<file path="src/sv/rpn_stack_calculator_unit_assert.svh">
// Assertion macros for the stack calculator
`ifndef RPN_STACK_CALCULATOR_UNIT_ASSERT_SVH
`define RPN_STACK_CALCULATOR_UNIT_ASSERT_SVH

`define RPN_ASSERT_IMPL(label, ante, cons, msg) \
    label: assert property (@(posedge clk) disable iff (!rst_n) (ante) |-> (cons)) \
        else $error(msg);

`define RPN_ASSERT_NEXT(label, ante, cons, msg) \
    label: assert property (@(posedge clk) disable iff (!rst_n) (ante) |=> (cons)) \
        else $error(msg);

`endif

</file>
<file path="src/sv/rpn_pkg.sv">
`default_nettype none
package rpn_pkg;
    localparam int unsigned STACK_DEPTH_DEF = 128;
    localparam int unsigned OP_W = 4;
    localparam int unsigned DATA_W = 32;
    localparam int unsigned STATUS_W = 3;

    localparam logic [OP_W-1:0] OP_CLEAR = 4'd0;
    localparam logic [OP_W-1:0] OP_PUSH  = 4'd1;
    localparam logic [OP_W-1:0] OP_OUTN  = 4'd2;
    localparam logic [OP_W-1:0] OP_OUTC  = 4'd3;
    localparam logic [OP_W-1:0] OP_ADD   = 4'd4;
    localparam logic [OP_W-1:0] OP_SUB   = 4'd5;
    localparam logic [OP_W-1:0] OP_MUL   = 4'd6;
    localparam logic [OP_W-1:0] OP_DIV   = 4'd7;
    localparam logic [OP_W-1:0] OP_MOD   = 4'd8;
    localparam logic [OP_W-1:0] OP_QUIT  = 4'd9;

    localparam logic [STATUS_W-1:0] ST_DONE    = 3'd0;
    localparam logic [STATUS_W-1:0] ST_NUMBER  = 3'd1;
    localparam logic [STATUS_W-1:0] ST_CHAR    = 3'd2;
    localparam logic [STATUS_W-1:0] ST_UNKNOWN = 3'd3;
    localparam logic [STATUS_W-1:0] ST_FAULT   = 3'd4;
    localparam logic [STATUS_W-1:0] ST_DIVZERO = 3'd5;
    localparam logic [STATUS_W-1:0] ST_HALTED  = 3'd6;

    typedef struct packed {
        logic [OP_W-1:0]          op;
        logic signed [DATA_W-1:0] value;
    } in_beat_t;

    typedef struct packed {
        logic [STATUS_W-1:0]      status;
        logic signed [DATA_W-1:0] data;
    } out_beat_t;

    // classified command handed from front to back
    typedef enum logic [3:0] {
        K_CLEAR = 4'd0,
        K_PUSH  = 4'd1,
        K_POP   = 4'd2,
        K_BIN   = 4'd3,
        K_QUIT  = 4'd4,
        K_UNK   = 4'd5
    } kind_t;

    typedef struct packed {
        kind_t                    kind;
        logic [OP_W-1:0]          op;
        logic [DATA_W-1:0]        value;
    } cmd_t;
endpackage
`default_nettype wire

</file>
<file path="src/sv/rpn_front.sv">
`default_nettype none
module rpn_front (
    input  wire logic             clk,
    input  wire logic             rst_n,
    input  wire rpn_pkg::in_beat_t in_beat,
    input  wire logic             in_valid,
    output logic                  in_stall,
    output rpn_pkg::cmd_t         q_cmd,
    output logic                  q_valid,
    input  wire logic             q_pop
);
    // two-entry queue
    rpn_pkg::cmd_t q_mem_reg [2];
    logic          rd_ptr_reg, rd_ptr_next;
    logic          wr_ptr_reg, wr_ptr_next;
    logic [1:0]    cnt_reg, cnt_next;
    rpn_pkg::cmd_t cls;
    logic          push;

    always_comb
    begin
        cls.op    = in_beat.op;
        cls.value = in_beat.value;
        unique case (in_beat.op)
            rpn_pkg::OP_CLEAR: cls.kind = rpn_pkg::K_CLEAR;
            rpn_pkg::OP_PUSH:  cls.kind = rpn_pkg::K_PUSH;
            rpn_pkg::OP_OUTN,
            rpn_pkg::OP_OUTC:  cls.kind = rpn_pkg::K_POP;
            rpn_pkg::OP_ADD, rpn_pkg::OP_SUB, rpn_pkg::OP_MUL,
            rpn_pkg::OP_DIV, rpn_pkg::OP_MOD: cls.kind = rpn_pkg::K_BIN;
            rpn_pkg::OP_QUIT:  cls.kind = rpn_pkg::K_QUIT;
            default:           cls.kind = rpn_pkg::K_UNK;
        endcase
    end

    assign in_stall = (cnt_reg == 2'd2);
    assign push     = in_valid && !in_stall;
    assign q_valid  = (cnt_reg != 2'd0);
    assign q_cmd    = q_mem_reg[rd_ptr_reg];

    always_comb
    begin
        wr_ptr_next = wr_ptr_reg ^ push;
        rd_ptr_next = rd_ptr_reg ^ q_pop;
        cnt_next    = cnt_reg + {1'b0, push} - {1'b0, q_pop};
    end

    always_ff @(posedge clk or negedge rst_n)
    begin
        if (!rst_n)
        begin
            wr_ptr_reg <= 1'b0;
            rd_ptr_reg <= 1'b0;
            cnt_reg    <= 2'd0;
        end
        else
        begin
            wr_ptr_reg <= wr_ptr_next;
            rd_ptr_reg <= rd_ptr_next;
            cnt_reg    <= cnt_next;
        end
    end

    always_ff @(posedge clk)
    begin
        if (push)
        begin
            q_mem_reg[wr_ptr_reg] <= cls;
        end
    end

    `include "rpn_stack_calculator_unit_assert.svh"
    `RPN_ASSERT_IMPL(a_no_pop_empty, q_pop, cnt_reg != 2'd0, "pop from empty queue")
    `RPN_ASSERT_IMPL(a_cnt_range, 1'b1, cnt_reg <= 2'd2, "queue count out of range")
    `RPN_ASSERT_NEXT(a_full_after, push && !q_pop && cnt_reg == 2'd1, in_stall, "queue not full")
endmodule
`default_nettype wire

</file>
<file path="config.mk">
export PLATFORM = sky130hd
export DESIGN_NAME = rpn_front
export DESIGN_NICKNAME = d
export VERILOG_FILES = /design/src/sv/rpn_pkg.sv /design/src/sv/rpn_front.sv
export VERILOG_INCLUDE_DIRS = /design/src /design/src/sv
export SDC_FILE = /design/constraint.sdc
export NUM_CORES = 1
export LEC_CHECK = 0
export ABC_AREA = 1
export BUFFER_PORTS_ARGS = -buffer_cell sky130_fd_sc_hd__buf_2
export CAP_MARGIN = 20
export CORE_MARGIN = 2
export CORE_UTILIZATION = 55
export DETAILED_ROUTE_END_ITERATION = 7
export PLACE_DENSITY = 0.89
export SLEW_MARGIN = 5
export SYNTH_ARGS = -nofsm -noshare
export SYNTH_HDL_FRONTEND = slang
export SYNTH_SLANG_ARGS = --single-unit
</file>
<file path="constraint.sdc">
create_clock -name clk -period 3 [get_ports clk]
set_input_delay 0.15 -clock clk [delete_from_list [all_inputs] [get_ports clk]]
set_output_delay 0.15 -clock clk [all_outputs]
set_load 0.02 [all_outputs]
</file>
=== Word-level counts from Yosys, hierarchy flattened ===
Memory sizes are Yosys's and may differ from the RTL's.
Cells that the tools add are included.

* $add $sub $neg: 2
* $mul: 0
* Div/mod/pow operators: 0
* Magnitude comparators: 0
* Eq/ne operators: 1
* Shift operators: 0
* Mux-type cells: 2
* Bitwise gates (word level): 2
* Reductions and logical operators: 3

{| class="wikitable"
|+ Operators with widths
! cell !! count
|-
| adder 2 x 1 -> 2 bit || 1
|-
| == test 2 bit, second input constant || 1
|-
| 2-to-1 mux 1 bit || 2
|-
| nonzero test 2 bit || 1
|-
| subtractor 2 x 1 -> 2 bit || 1
|-
| bitwise XOR 1 bit || 2
|-
| logical AND 1 bit || 1
|-
| logical NOT 1 bit || 1
|}

* Register bits after elaboration: 4
* Bits in latches: 0
* Memory bits (writable): 80
* Memory bits (read-only): 48
* Bits of input ports: 40
* Output and inout port bits: 42
* Word-level logic and storage cells: 15
* Memories: 2

{| class="wikitable"
|+ Memory list
! name !! words !! bits a word !! rd ports !! clocked after Yosys merged registers in !! write ports !! line !! source
|-
| q_mem_reg || 2 || 40 || 1 || 0 || 1 || rpn_front.sv:13 || <nowiki>rpn_pkg::cmd_t q_mem_reg [2];</nowiki>
|-
| (name not given) || 16 || 3 || 1 || 0 || 0 || rpn_front.sv:24 || <nowiki>unique case (in_beat.op)</nowiki>
|}

=== Logic depth before layout (Yosys ltp) ===
* Depth in word-level cells: 5
* Mapped depth: 8
* Gate-level depth less buffers: 8

=== Least setup slack after synthesis ===
OpenSTA, ideal clock, no wires.

* Kind: reg2reg
* From: reg cnt_reg[1]
* To: mem q_mem_reg[1][0] (netlist name), enable pin
* Library setup time: 0.400 ns
* Arrival: 1.609 ns
* Setup slack: 0.991 ns
* Cell stages (with the launch flop): 5
* Clock period less this slack: 2.009 ns
* Cell sequence: dfrtp_1 inv_1 o21ai_0 inv_1 ha_1

* Word-level cells in the longest chain between the ends: 5

{| class="wikitable"
|+ RTL lines
! what !! line !! source
|-
| start, declared || rpn_front.sv:16 || <nowiki>logic [1:0] cnt_reg, cnt_next;</nowiki>
|-
| start signal, assigned || rpn_front.sv:60 || <nowiki>cnt_reg <= cnt_next;</nowiki>
|-
| == test 2 bit || rpn_front.sv:36 || <nowiki>assign in_stall = (cnt_reg == 2'd2);</nowiki>
|-
| logical NOT 1 bit || rpn_front.sv:37 || <nowiki>assign push = in_valid && !in_stall;</nowiki>
|-
| logical AND 1 bit || rpn_front.sv:37 ||
|-
| 2-to-1 mux 1 bit || rpn_front.sv:66 || <nowiki>if (push)</nowiki>
|-
| 2-to-1 mux 1 bit (implied by the code) || rpn_front.sv:68 || <nowiki>q_mem_reg[wr_ptr_reg] <= cls;</nowiki>
|-
| end, declared || rpn_front.sv:13 ||
|}

Every way passes these cells.

=== Final worst setup path ===
* From: reg cnt_reg[1]
* To: mem q_mem_reg[1][20] (netlist name), enable pin

The elaborated chain is that of the path after synthesis.

==> results_dict.tcl <==
set metrics [dict create \
    fin_total_pwr_mw 3.689 \
    fin_crit_ps 1910 \
    yosysUniqueCellTypes 20 \
    slew_viol_final 0 \
    status "finished, final reports clean" \
    hold_viol 0 \
    worstReg2RegStart "cnt_reg[1]" \
    dieArea_sq_um 6441 \
    clk_latency_ps 340 \
    via_count 1991 \
    worstPathArrival_ps 1870 \
    area_growth_syn_to_layout_pct 28.05 \
    max-cap-violations 0 \
    path_class "reg2reg" \
    syn_area_per_cell_sq_um 13.22 \
    drive_gt1_frac 0.2702 \
    path_max_fanout 39 \
    tritoncts "yes" \
    antenna_left 0 \
    grt_pass1_vias 1902 \
    initial_core_util 0.5737 \
    holdPathStages 1 \
    io_buffer_count 80 \
    post-cts-setup-buffer-count 0 \
    placement_rows 27 \
    rrSetupSlack_ps 1090 \
    synth.net_count 286 \
    pin_count 82 \
    vias_per_cell 4.619 \
    grt.overflow.total 0 \
    critPathCaptureType "flip-flop" \
    ys_ff_latch 82 \
    detailed_place_hpwl_microns 3299 \
    cts_max_path_buffers 2 \
    tightest_slew_ps 935.0 \
    hold_path.startpoint "in_beat[22]" \
    cts_root_buf "clkbuf_8" \
    hold-path-endpoint "q_mem_reg[0][22]" \
    track_usage 0.1738 \
    power_density_nw_per_um2 900.8 \
    die_width_microns 80.26 \
    yosysWarnings 0 \
    cts.clk_slew.worst_paths_ps 70 \
    die_y_microns 80.26 \
    peakVddDrop_mv 0.7347 \
    hold_path_class "in2reg" \
    drc 0 \
    finalWeightedCongestion 0.6954 \
    reg2reg_to "q_mem_reg[1][20]" \
    ff2ff_path_depth 4 \
    htreeDepth 3 \
    critPathLaunchType "flip-flop" \
    synth_area_sq_um 3198 \
    numCtsBuffers 9 \
    first_pass_iters 4 \
    grt_first_pass_wirelength_microns 8052 \
    slew_headroom 0.3767 \
    largest_register_ffs 78 \
    antenna_found_initial 0 \
    insertedDiodeCount 0 \
    wl_microns 5118 \
    rsz0062_at_grt "no" \
    required_ps 2960 \
    yosysSeqAreaShare 0.7637 \
    synth_cells 242 \
    drt-initial-drc-count 93 \
    core_area_sq_um 5574 \
    grt_max_degree 80 \
    drt-wirelength-per-cell_microns 11.87 \
    setup_viol 0 \
    nets 398 \
    fin_setup_tns_ps 0 \
    p_leak_nw 1.783 \
    finalCritPeriodShare 0.6367 \
    dp_cells 385 \
    clock-sinks 82 \
    finalClockSkew_ps 6.983 \
    final_cells 431 \
    fmax_mhz 523.6 \
]
-- kinds of logic (layout without fill, tap and decap cells) --
kind of cell,count (synthesis),count (layout),share of synthesized area
compound gates,43,43,0.06846
xor+xnor,1,1,0.002739
fa+ha+maj,4,4,0.01565
buf+inv,59,176,0.08412
flops,82,82,0.7637
other cells,1,1,0.001173
simple gates,52,52,0.06416
-- synthesized netlist by cell type, drive strengths merged --
cell type  number  area (sq um)
or2             1         6.260
conb            1         3.750
nand2          45         168.9
dfrtp           4         100.1
nand3           3         15.01
edfxtp         78          2342
clkbuf          1         5.000
nand3b          1         7.510
ha              4         50.05
nor2            2         7.510
a21oi           1         5.000
inv            49         183.9
buf             9         80.08
xor2            1         8.760
o21ai          42         214.0
-- what timing repair did --
item,CTS,global route
hold buffers,30,0
gates resized for setup,0,0
endpoints found under the hold margin,61,0
-- final cells by class --
type,count,area [sq um]
Clock buffer,12,135.1
Clock inverter,4,42.54
Fill cell,374,1479
Inverter,49,183.9
Multi-Input combinational cell,101,491.7
Sequential cell,82,2444
Tap cell,72,90.09
Timing Repair Buffer,111,708.2
-- metal layers --
layer	routed length (microns)	track usage	vias to the layer above
met3	295	0.04944	8
li1	-	-	1030
met5	0	0	-
met1	2059	0.1919	887
met4	73	0.07119	0
met2	2690	0.3133	66
-- worst max path at each step --
stage | from | slack [ps] | cells after the start | endpoint
finish | cnt_reg[1] | 1090 | 4 | q_mem_reg[1][20]
global route | cnt_reg[1] | 900 | 4 | q_mem_reg[1][19]
CTS | cnt_reg[1] | 1060 | 4 | q_mem_reg[0][21]
detailed placement | cnt_reg[1] | 1070 | 4 | q_mem_reg[1][31]
global placement | cnt_reg[1] | 1160 | 4 | q_mem_reg[0][31]
floorplan | cnt_reg[1] | 990 | 4 | q_mem_reg[1][0]
-- power by group --
| part | leakage (nW) | switching, mW | internal (mW) |
|---|---|---|---|
| sequential | 0.771 | 0.0680 | 1.57 |
| combinational | 0.923 | 0.932 | 0.400 |
| clock | 0.0894 | 0.337 | 0.378 |
| total | 1.78 | 1.34 | 2.35 |
-- cell usage in the layout (no fill, tap or decap), drive strengths merged, types with 2 or more instances in the layout --
| cell type | netlist | routed |
|---|---|---|
| nor2 | 2 | 2 |
| clkinv | 0 | 3 |
| nand3 | 3 | 3 |
| edfxtp | 78 | 78 |
| dlygate4sd3 | 0 | 30 |
| nand2 | 45 | 45 |
| dfrtp | 4 | 4 |
| clkbuf | 1 | 12 |
| inv | 49 | 49 |
| o21ai | 42 | 42 |
| ha | 4 | 4 |
| buf | 9 | 81 |
-- stage by stage --
step	hold WS, ps	instance area, sq um	worst slack (ps)	util
after global placement	-42.49	3617	1157	0.6489
final	11.09	4095	1090	0.7347
after floorplan	-145.6	3198	990.6	-
after global routing	2.780	4095	901.5	0.7347
after detailed placement	-34.95	3617	1069	0.6489
after CTS	2.478	4095	1063	0.7347
-- worst max-delay path, stage by stage (launching register included) --
cell     delay [ps]
dfrtp_1         400
inv_1            90
o21ai_0         110
inv_1           100
ha_2            810
No activity file was read; power rests on OpenSTA's default activity.
